File: src/rtl/sprite_row_rle_encoder_macros.svh
// Assertion macros shared by the sprite row encoder modules.
`ifndef SPRITE_ROW_RLE_ENCODER_MACROS_SVH
`define SPRITE_ROW_RLE_ENCODER_MACROS_SVH

`ifndef NO_ASSERTIONS

`define SRLE_ASSERT(lbl, clk, rst, prop) \
  lbl: assert property (@(posedge clk) disable iff (rst) prop) \
    else $error("sprite row encoder assertion failed");

`define SRLE_ASSERT_NEXT(lbl, clk, rst, ante, cons) \
  lbl: assert property (@(posedge clk) disable iff (rst) (ante) |=> (cons)) \
    else $error("sprite row encoder assertion failed");

`else

`define SRLE_ASSERT(lbl, clk, rst, prop)

`define SRLE_ASSERT_NEXT(lbl, clk, rst, ante, cons)

`endif

`endif

File: src/rtl/srle_pkg.sv
// Types and constants shared by the sprite row encoder modules.
`timescale 1ns / 1ps

package srle_pkg;

  localparam int RUN_W   = 7;
  localparam int BYTE_W  = 8;
  localparam int WORD_W  = 32;
  localparam int COUNT_W = 3;

  localparam logic [BYTE_W-1:0] ROW_END_CODE = 8'h80;
  localparam logic [BYTE_W-1:0] SKIP_FLAG    = 8'h80;
  localparam logic [RUN_W-1:0]  RUN_LIMIT    = 7'h7f;

  typedef enum logic [2:0] {
    S_IDLE,
    S_DECIDE,
    S_HEAD,
    S_BODY,
    S_UPDATE,
    S_HEAD_EOL,
    S_BODY_EOL,
    S_ROW_END
  } state_t;

  typedef enum logic [1:0] {
    EMIT_NONE,
    EMIT_HEAD,
    EMIT_BODY,
    EMIT_ROW_END
  } emit_t;

  typedef struct packed {
    logic  load;
    logic  update;
    emit_t emit;
  } cmd_t;

  typedef struct packed {
    logic can_emit;
    logic close_needed;
    logic run_transparent;
    logic next_transparent;
    logic body_last;
    logic eol;
    logic pack_empty;
  } status_t;

endpackage

File: src/rtl/srle_datapath.sv
// Run state, literal buffer, byte selection and word packing of the sprite row encoder.
`timescale 1ns / 1ps
`include "sprite_row_rle_encoder_macros.svh"

module srle_datapath #(
  parameter int MAX_RUN = 127
) (
  input  logic                           clk,
  input  logic                           rst,
  input  logic [srle_pkg::BYTE_W-1:0]    in_pixel,
  input  logic                           in_eol,
  input  srle_pkg::cmd_t                 cmd,
  output srle_pkg::status_t              status,
  input  logic                           out_ready,
  output logic                           out_valid,
  output logic [srle_pkg::WORD_W-1:0]    out_word,
  output logic [srle_pkg::COUNT_W-1:0]   out_count,
  output logic                           out_last
);
  import srle_pkg::*;

  localparam int ADDR_W = (MAX_RUN > 1) ? $clog2(MAX_RUN) : 1;
  localparam logic [RUN_W-1:0] MAX_LEN = RUN_W'(MAX_RUN);

  logic [BYTE_W-1:0] store [MAX_RUN];
  logic [BYTE_W-1:0] rd_data;
  logic [BYTE_W-1:0] pixel_r;
  logic              eol_r;
  logic              run_transparent;
  logic [RUN_W-1:0]  run_length;
  logic [RUN_W-1:0]  idx;
  logic [RUN_W-1:0]  idx_inc;
  logic [23:0]       acc;
  logic [1:0]        cnt;

  logic              pix_clear;
  logic              can_emit;
  logic              emitting;
  logic              body_last;
  logic              last_byte;
  logic              push;
  logic [BYTE_W-1:0] byte_val;
  logic [WORD_W-1:0] word;
  logic              rd_en;
  logic [ADDR_W-1:0] rd_addr;
  logic              wr_en;
  logic [ADDR_W-1:0] wr_addr;

  assign pix_clear = (pixel_r == '0);
  assign can_emit  = !out_valid || out_ready;
  assign emitting  = (cmd.emit != EMIT_NONE) && can_emit;
  assign body_last = (idx == run_length - RUN_W'(1));
  assign idx_inc   = idx + RUN_W'(1);

  always_comb begin
    unique case (cmd.emit)
      EMIT_HEAD: begin
        byte_val  = run_transparent ? (SKIP_FLAG | {1'b0, run_length}) : {1'b0, run_length};
        last_byte = run_transparent && !eol_r;
      end
      EMIT_BODY: begin
        byte_val  = rd_data;
        last_byte = body_last && !eol_r;
      end
      EMIT_ROW_END: begin
        byte_val  = ROW_END_CODE;
        last_byte = 1'b1;
      end
      default: begin
        byte_val  = '0;
        last_byte = 1'b0;
      end
    endcase
  end

  assign push = emitting && ((cnt == 2'd3) || last_byte);
  assign word = {8'h00, acc} | (WORD_W'(byte_val) << {cnt, 3'b000});

  assign rd_en   = emitting && (((cmd.emit == EMIT_HEAD) && !run_transparent) ||
                                ((cmd.emit == EMIT_BODY) && !body_last));
  assign rd_addr = (cmd.emit == EMIT_HEAD) ? '0 : idx_inc[ADDR_W-1:0];
  assign wr_en   = cmd.update && !pix_clear;
  assign wr_addr = run_length[ADDR_W-1:0];

  always_ff @(posedge clk) begin
    if (wr_en) begin
      store[wr_addr] <= pixel_r;
    end
    if (rd_en) begin
      rd_data <= store[rd_addr];
    end
  end

  always_ff @(posedge clk) begin
    if (cmd.load) begin
      pixel_r <= in_pixel;
      eol_r   <= in_eol;
    end
    if (emitting) begin
      if (cmd.emit == EMIT_HEAD) begin
        idx <= '0;
      end else if (cmd.emit == EMIT_BODY) begin
        idx <= idx_inc;
      end
    end
    if (push) begin
      out_word  <= word;
      out_count <= {1'b0, cnt} + COUNT_W'(1);
      out_last  <= last_byte;
    end
  end

  always_ff @(posedge clk) begin
    if (rst) begin
      run_transparent <= 1'b0;
      run_length      <= '0;
      acc             <= '0;
      cnt             <= '0;
      out_valid       <= 1'b0;
    end else begin
      if (cmd.update) begin
        if (run_length == '0) begin
          run_transparent <= pix_clear;
        end
        if (run_length != RUN_LIMIT) begin
          run_length <= run_length + RUN_W'(1);
        end
      end
      if (emitting) begin
        if (cmd.emit == EMIT_ROW_END) begin
          run_length <= '0;
        end else if ((cmd.emit == EMIT_HEAD) && run_transparent) begin
          run_length <= '0;
        end else if ((cmd.emit == EMIT_BODY) && body_last) begin
          run_length <= '0;
        end
        if (push) begin
          acc <= '0;
          cnt <= '0;
        end else begin
          acc <= word[23:0];
          cnt <= cnt + 2'd1;
        end
      end
      if (push) begin
        out_valid <= 1'b1;
      end else if (out_ready) begin
        out_valid <= 1'b0;
      end
    end
  end

  always_comb begin
    status.can_emit         = can_emit;
    status.close_needed     = (run_length != '0) &&
                              ((pix_clear != run_transparent) || (run_length >= MAX_LEN));
    status.run_transparent  = run_transparent;
    status.next_transparent = (run_length == '0) ? pix_clear : run_transparent;
    status.body_last        = body_last;
    status.eol              = eol_r;
    status.pack_empty       = (cnt == 2'd0);
  end

  `SRLE_ASSERT(a_count_range, clk, rst, out_valid |-> (out_count != 3'd0 && out_count <= 3'd4))
  `SRLE_ASSERT(a_body_in_run, clk, rst, (cmd.emit == EMIT_BODY) |-> (idx < run_length))
  `SRLE_ASSERT(a_run_bound, clk, rst, run_length <= MAX_LEN)
  `SRLE_ASSERT_NEXT(a_final_flush, clk, rst, push && last_byte, cnt == 2'd0)

endmodule

File: src/rtl/srle_ctrl.sv
// Sequencer of the sprite row encoder: orders run closing, pixel update and row end.
`timescale 1ns / 1ps
`include "sprite_row_rle_encoder_macros.svh"

module srle_ctrl (
  input  logic              clk,
  input  logic              rst,
  input  logic              in_valid,
  output logic              in_ready,
  input  srle_pkg::status_t status,
  output srle_pkg::cmd_t    cmd
);
  import srle_pkg::*;

  state_t state;
  state_t state_next;

  always_ff @(posedge clk) begin
    if (rst) begin
      state <= S_IDLE;
    end else begin
      state <= state_next;
    end
  end

  always_comb begin
    state_next = state;
    in_ready   = 1'b0;
    cmd.load   = 1'b0;
    cmd.update = 1'b0;
    cmd.emit   = EMIT_NONE;
    unique case (state)
      S_IDLE: begin
        in_ready = 1'b1;
        if (in_valid) begin
          cmd.load   = 1'b1;
          state_next = S_DECIDE;
        end
      end
      S_DECIDE: begin
        state_next = status.close_needed ? S_HEAD : S_UPDATE;
      end
      S_HEAD: begin
        cmd.emit = EMIT_HEAD;
        if (status.can_emit) begin
          state_next = status.run_transparent ? S_UPDATE : S_BODY;
        end
      end
      S_BODY: begin
        cmd.emit = EMIT_BODY;
        if (status.can_emit && status.body_last) begin
          state_next = S_UPDATE;
        end
      end
      S_UPDATE: begin
        cmd.update = 1'b1;
        if (!status.eol) begin
          state_next = S_IDLE;
        end else if (status.next_transparent) begin
          state_next = S_ROW_END;
        end else begin
          state_next = S_HEAD_EOL;
        end
      end
      S_HEAD_EOL: begin
        cmd.emit = EMIT_HEAD;
        if (status.can_emit) begin
          state_next = S_BODY_EOL;
        end
      end
      S_BODY_EOL: begin
        cmd.emit = EMIT_BODY;
        if (status.can_emit && status.body_last) begin
          state_next = S_ROW_END;
        end
      end
      S_ROW_END: begin
        cmd.emit = EMIT_ROW_END;
        if (status.can_emit) begin
          state_next = S_IDLE;
        end
      end
      default: begin
        state_next = S_IDLE;
      end
    endcase
  end

  `SRLE_ASSERT(a_idle_flushed, clk, rst, (state == S_IDLE) |-> status.pack_empty)
  `SRLE_ASSERT(a_body_opaque, clk, rst, (state == S_BODY || state == S_BODY_EOL) |-> !status.run_transparent)
  `SRLE_ASSERT(a_row_end_eol, clk, rst, (state == S_ROW_END || state == S_HEAD_EOL) |-> status.eol)

endmodule

File: src/rtl/sprite_row_rle_encoder.sv
// Top level of the sprite row run-length encoder.
//
//   channel  dir  handshake          payload
//   s_       in   s_tvalid/s_tready  s_tdata[7:0] pixel, s_tlast last_in_row
//   m_       out  m_tvalid/m_tready  m_tdata[31:0] data, [34:32] byte_count, m_tlast last
//
// A pixel that emits nothing passes the idle, decide and update states. Closing an
// opaque run emits a head and its pixels, a transparent run a head, the row end a code.
// The literal buffer gives one byte per cycle, output stalls apart, pacing an emission.
// Reset clears the run state and the packer; the literal buffer needs no clearing.
// While m_tready is low with a word held, byte emission stops and resumes in place.
`timescale 1ns / 1ps

module sprite_row_rle_encoder #(
  parameter int MAX_RUN = 127
) (
  input  logic        clk,
  input  logic        rst,
  input  logic        s_tvalid,
  output logic        s_tready,
  input  logic [7:0]  s_tdata,   // [7:0] pixel
  input  logic        s_tlast,
  output logic        m_tvalid,
  input  logic        m_tready,
  output logic [39:0] m_tdata,   // [31:0] data, [34:32] byte_count, [39:35] zero
  output logic        m_tlast
);
  import srle_pkg::*;

  cmd_t               cmd;
  status_t            status;
  logic [WORD_W-1:0]  out_word;
  logic [COUNT_W-1:0] out_count;

  srle_ctrl u_ctrl (
    .clk      (clk),
    .rst      (rst),
    .in_valid (s_tvalid),
    .in_ready (s_tready),
    .status   (status),
    .cmd      (cmd)
  );

  srle_datapath #(
    .MAX_RUN (MAX_RUN)
  ) u_datapath (
    .clk       (clk),
    .rst       (rst),
    .in_pixel  (s_tdata),
    .in_eol    (s_tlast),
    .cmd       (cmd),
    .status    (status),
    .out_ready (m_tready),
    .out_valid (m_tvalid),
    .out_word  (out_word),
    .out_count (out_count),
    .out_last  (m_tlast)
  );

  assign m_tdata = {5'b00000, out_count, out_word};

endmodule

File: config.mk
export PLATFORM = sky130hd
export DESIGN_NAME = sprite_row_rle_encoder
export DESIGN_NICKNAME = d
export VERILOG_FILES = /design/src/rtl/srle_pkg.sv /design/src/rtl/srle_datapath.sv /design/src/rtl/srle_ctrl.sv /design/src/rtl/sprite_row_rle_encoder.sv
export VERILOG_INCLUDE_DIRS = /design/src /design/src/rtl
export SDC_FILE = /design/constraint.sdc
export NUM_CORES = 1
export LEC_CHECK = 0
export ABC_AREA = 1
export CAP_MARGIN = 20
export CELL_PAD_IN_SITES_DETAIL_PLACEMENT = 1
export CELL_PAD_IN_SITES_GLOBAL_PLACEMENT = 1
export CORE_MARGIN = 2
export CORE_UTILIZATION = 45
export CTS_CLUSTER_SIZE = 24
export DETAILED_ROUTE_END_ITERATION = 12
export DONT_BUFFER_PORTS = 1
export GPL_TIMING_DRIVEN = 0
export PLACE_DENSITY = 0.66
export SETUP_SLACK_MARGIN = 0.4
export SLEW_MARGIN = 20
export SYNTH_ARGS = -nofsm -noshare
export SYNTH_HDL_FRONTEND = slang
export SYNTH_SLANG_ARGS = --single-unit
File: constraint.sdc
create_clock -name clk -period 9.3 [get_ports clk]
set_input_delay 0.465 -clock clk [delete_from_list [all_inputs] [get_ports clk]]
set_output_delay 0.465 -clock clk [all_outputs]
set_load 0.03 [all_outputs]
==> results by group <==
Min path
  – Hold depth: 4
  – Worst Hold Class: in2reg
  – Min-delay src: s_tvalid
  – Worst Hold End: u_ctrl.state[0]

Setup path
  – CP peak stage delay: 0.96 ns
  – CP Class: reg2reg
  – Flop-to-flop setup slack: 3.76 ns
  – Setup crit start kind: flop
  – Setup crit end kind: flop
  – Worst R2R End: u_datapath.rd_data[1]
  – Worst R2R Path Depth: 17
  – Reg2reg start: u_ctrl.state[1]
  – CP required: 9.75 ns
  – Critical-path top delay cell: clkbuf_1
  – Crit-path max FO: 10
  – WP data arrival: 5.99 ns
  – Cells along the critical path: inv_1 -> nor2_1 -> inv_1 -> a21oi_1 -> ha_1 -> buf_4 -> inv_4 -> nand3_2 -> buf_2 -> clkbuf_1 -> o211ai_1 -> nand3_1 -> nand3_1 -> nand3_1 -> nand2_1 -> nand2_1 -> nand2_1

Synthesis
  – Avg Cell Area, Syn: 12.57 µm²
  – Sequential area share after synthesis: 73.09%
  – Post-synth top area share: 71.41%
  – Cell taking the most area after synthesis: edfxtp_1
  – YS warnings: 0
  – Syn Inst Count: 3599
  – Syn Std Cell Area: 45250 µm²
  – Post-synth cell types: 40
  – Synth top area cells: edfxtp_1 71%, nor2_1 6.2%, o21ai_0 4.8%
  – Seq cells post-synth: 1114

Final layout
  – Number of nets in the layout: 3820
  – Layout Utilization: 51.91%
  – Layout cells sized above 1: 11.79%
  – Area Overhead vs Synth: 14.56%
  – Finished Cell Area: 51840 µm²

Detailed routing
  – WL per Instance: 36.26 µm
  – DRT Pass-1 Iters: 6
  – DR vias/cell: 6.465
  – Total wire length: 188.4 mm
  – Antenna Nets Post-Route: 0
  – First-iteration detailed-routing DRC count: 5533
  – DRC viols: 0
  – Via count: 33.59k

STA
  – Worst hold slack: 0.03296 ns
  – Fin. max-slew vios: 0
  – Slew @ Worst Pin: 1.328 ns
  – Unrepaired setup endpoints after global routing: false
  – Achievable Freq: 180.6 MHz
  – Hold Fails Final Rpt: 0
  – Rel. slew slack: 11.45%
  – # setup viols final: 0
  – Layout Skew: 0.02582 ns
  – Post-route setup TNS: 0 ns
  – Final Cycle Share: 59.53%
  – Final Critical Period: 5.536 ns

Global routing
  – Initial antenna violation count: 18
  – First-pass GRT wire length: 257.2 mm
  – Grt ovf: 0
  – Largest net degree at the start of global routing: 46
  – Gr usage total: 36.35%
  – Vias in the first global route: 32.93k

Floorplanning
  – Row count: 116
  – Die footprint: 103100 µm²
  – Initial Util: 45.31%
  – Chip Width: 321.1 µm
  – Die height: 321.1 µm
  – Core footprint: 99860 µm²
  – Top Ports: 56

Pwr
  – Max VDD drop: 188.1 µV
  – Leakage power: 16.89 nW
  – Power Dens Cells: 315.4 nW/µm²

Placement
  – PortBufs: 0
  – RD Place Congestion: 1.059
  – Post-DP HPWL: 130.4 mm
  – Placed cell area: 48020 µm²

Flow run
  – Max-cap viol count: 0

Clock network
  – CTS root buf: clkbuf_16
  – CTS sink cnt: 1114
  – Skew-Pair Late Insertion Delay: 0.74 ns
  – TritonCTS clock tree: yes
  – Bufs on Longest Clock Path: 3
  – Clock transition at the registers of the reported paths: 0.06 ns
  – Max H-tree Level: 3
  – Post-CTS sizing: 0
  – CTS Buf Count: 116

Run status
  – Outcome: completed
[state kept, by name, indices dropped and copies added (netlist names), 3 cells and up]
signal and flops:
u_datapath.idx 7, u_datapath.out_word 32, u_datapath.run_length 7, u_ctrl.state 3
u_datapath.store 1016, u_datapath.acc 24, u_datapath.rd_data 8, u_datapath.out_count 3
u_datapath.pixel_r 8
[critical path: cells and delay by family (launching register included)]
kind                       cells  cell delay [ns]
and+or+nand+nor                8             1.80
buffers and inverters          6             1.77
AOI/OAI and AO/OA              2             1.01
DFF                            1             0.42
adders and majority gates      1             0.22
[synth_stat cells, drive strengths merged]
| cell type | count |
|---|---|
| edfxtp | 1076 |
| nor2 | 747 |
| o21ai | 466 |
| nand3 | 289 |
| nand2 | 263 |
| o211ai | 158 |
| buf | 154 |
| clkbuf | 94 |
| o221ai | 89 |
| inv | 74 |
| dfxtp | 38 |
| nor3 | 36 |
| a21oi | 33 |
| o21bai | 25 |
| mux2i | 18 |
| nand4 | 9 |
| ha | 8 |
| o22ai | 7 |
| nor4 | 5 |
| xor2 | 4 |
| a31oi | 1 |
| and2 | 1 |
| clkinv | 1 |
| conb | 1 |
| nand3b | 1 |
| nor3b | 1 |
[routing by layer]
layer  track usage [%]  share of wire, %  vias to the layer above
met3             11.93                13                      611
li1                  -                 -                    13650
met1             46.73                37                    16890
met5             1.229              0.15                        -
met4             21.08               7.1                       14
met2             53.88                43                     2420
[how the worst max path moves through the flow]
stage | startpoint | end | slack (ns) | cells after the start
6_report | u_ctrl.state[1] | u_datapath.rd_data[1] | 3.76 | 17
5_1_grt | u_ctrl.state[1] | u_datapath.rd_data[1] | 3.82 | 17
4_1_cts | u_ctrl.state[1] | u_datapath.rd_data[2] | 4.16 | 17
3_5_place_dp | u_ctrl.state[1] | u_datapath.rd_data[2] | 4.19 | 17
3_3_place_gp | u_datapath.pixel_r[0] | u_datapath.store[84][5] | 0.90 | 6
2_1_floorplan | u_datapath.pixel_r[4] | u_datapath.store[82][0] | 5.38 | 6
[final cells by class]
class	instances	area, µm²
fill	10050	48020
sequential	1114	33070
multi-input combinational	2166	10850
clock buffer	146	3122
tap	1298	1624
buffer	248	1181
timing repair buffer	78	1139
clock inverter	67	558.0
inverter	75	286.5
antenna	3	7.507
[cell usage in the layout (no fill, tap or decap), types with 89 or more instances in the layout]
cell type	synthesis	final
clkbuf_16	0	121
nand3_1	287	287
nor2_1	743	713
buf_2	122	123
o211ai_1	158	158
nand2_1	255	255
o21ai_0	437	437
clkbuf_1	94	115
edfxtp_1	1076	1076
o221ai_1	89	89
[power breakdown]
part | leakage, nW | switching (W) | internal, W
Combinational | 5.11 | 0.00460 | 0.00125
Sequential | 9.98 | 0.0000682 | 0.00581
Clock | 1.80 | 0.00201 | 0.00261
[metrics by stage]
stage                     instances  setup slack, ns  total power (W)
after CTS                      5191            4.164          0.01597
after global routing           5192            3.823          0.01657
after floorplan                3603            5.383         0.008582
after global placement         4901           0.8952          0.01122
after detailed placement       4967            4.188          0.01143
final                          5195            3.764          0.01635
[cell families (layout without fill, tap and decap cells)]
family	after synthesis	in the layout	share of synthesized area (%)
and+or+nand+nor	1352	1352	12.58
DFF	1114	1114	73.09
AOI/OAI and AO/OA	779	779	10.40
buffers and inverters	323	614	3.227
muxes	18	18	0.3982
adders and majority gates	8	8	0.2212
xor gates and xnor gates	4	4	0.07742
other	1	8	0.008288
[timing repair]
| item | CTS | global route |
|---|---|---|
| hold buffers | 11 | 0 |
| buffers inserted | 0 | 0 |
| endpoints found under the hold margin | 12 | 0 |
Note: power is estimated with default switching activity, not from simulation.
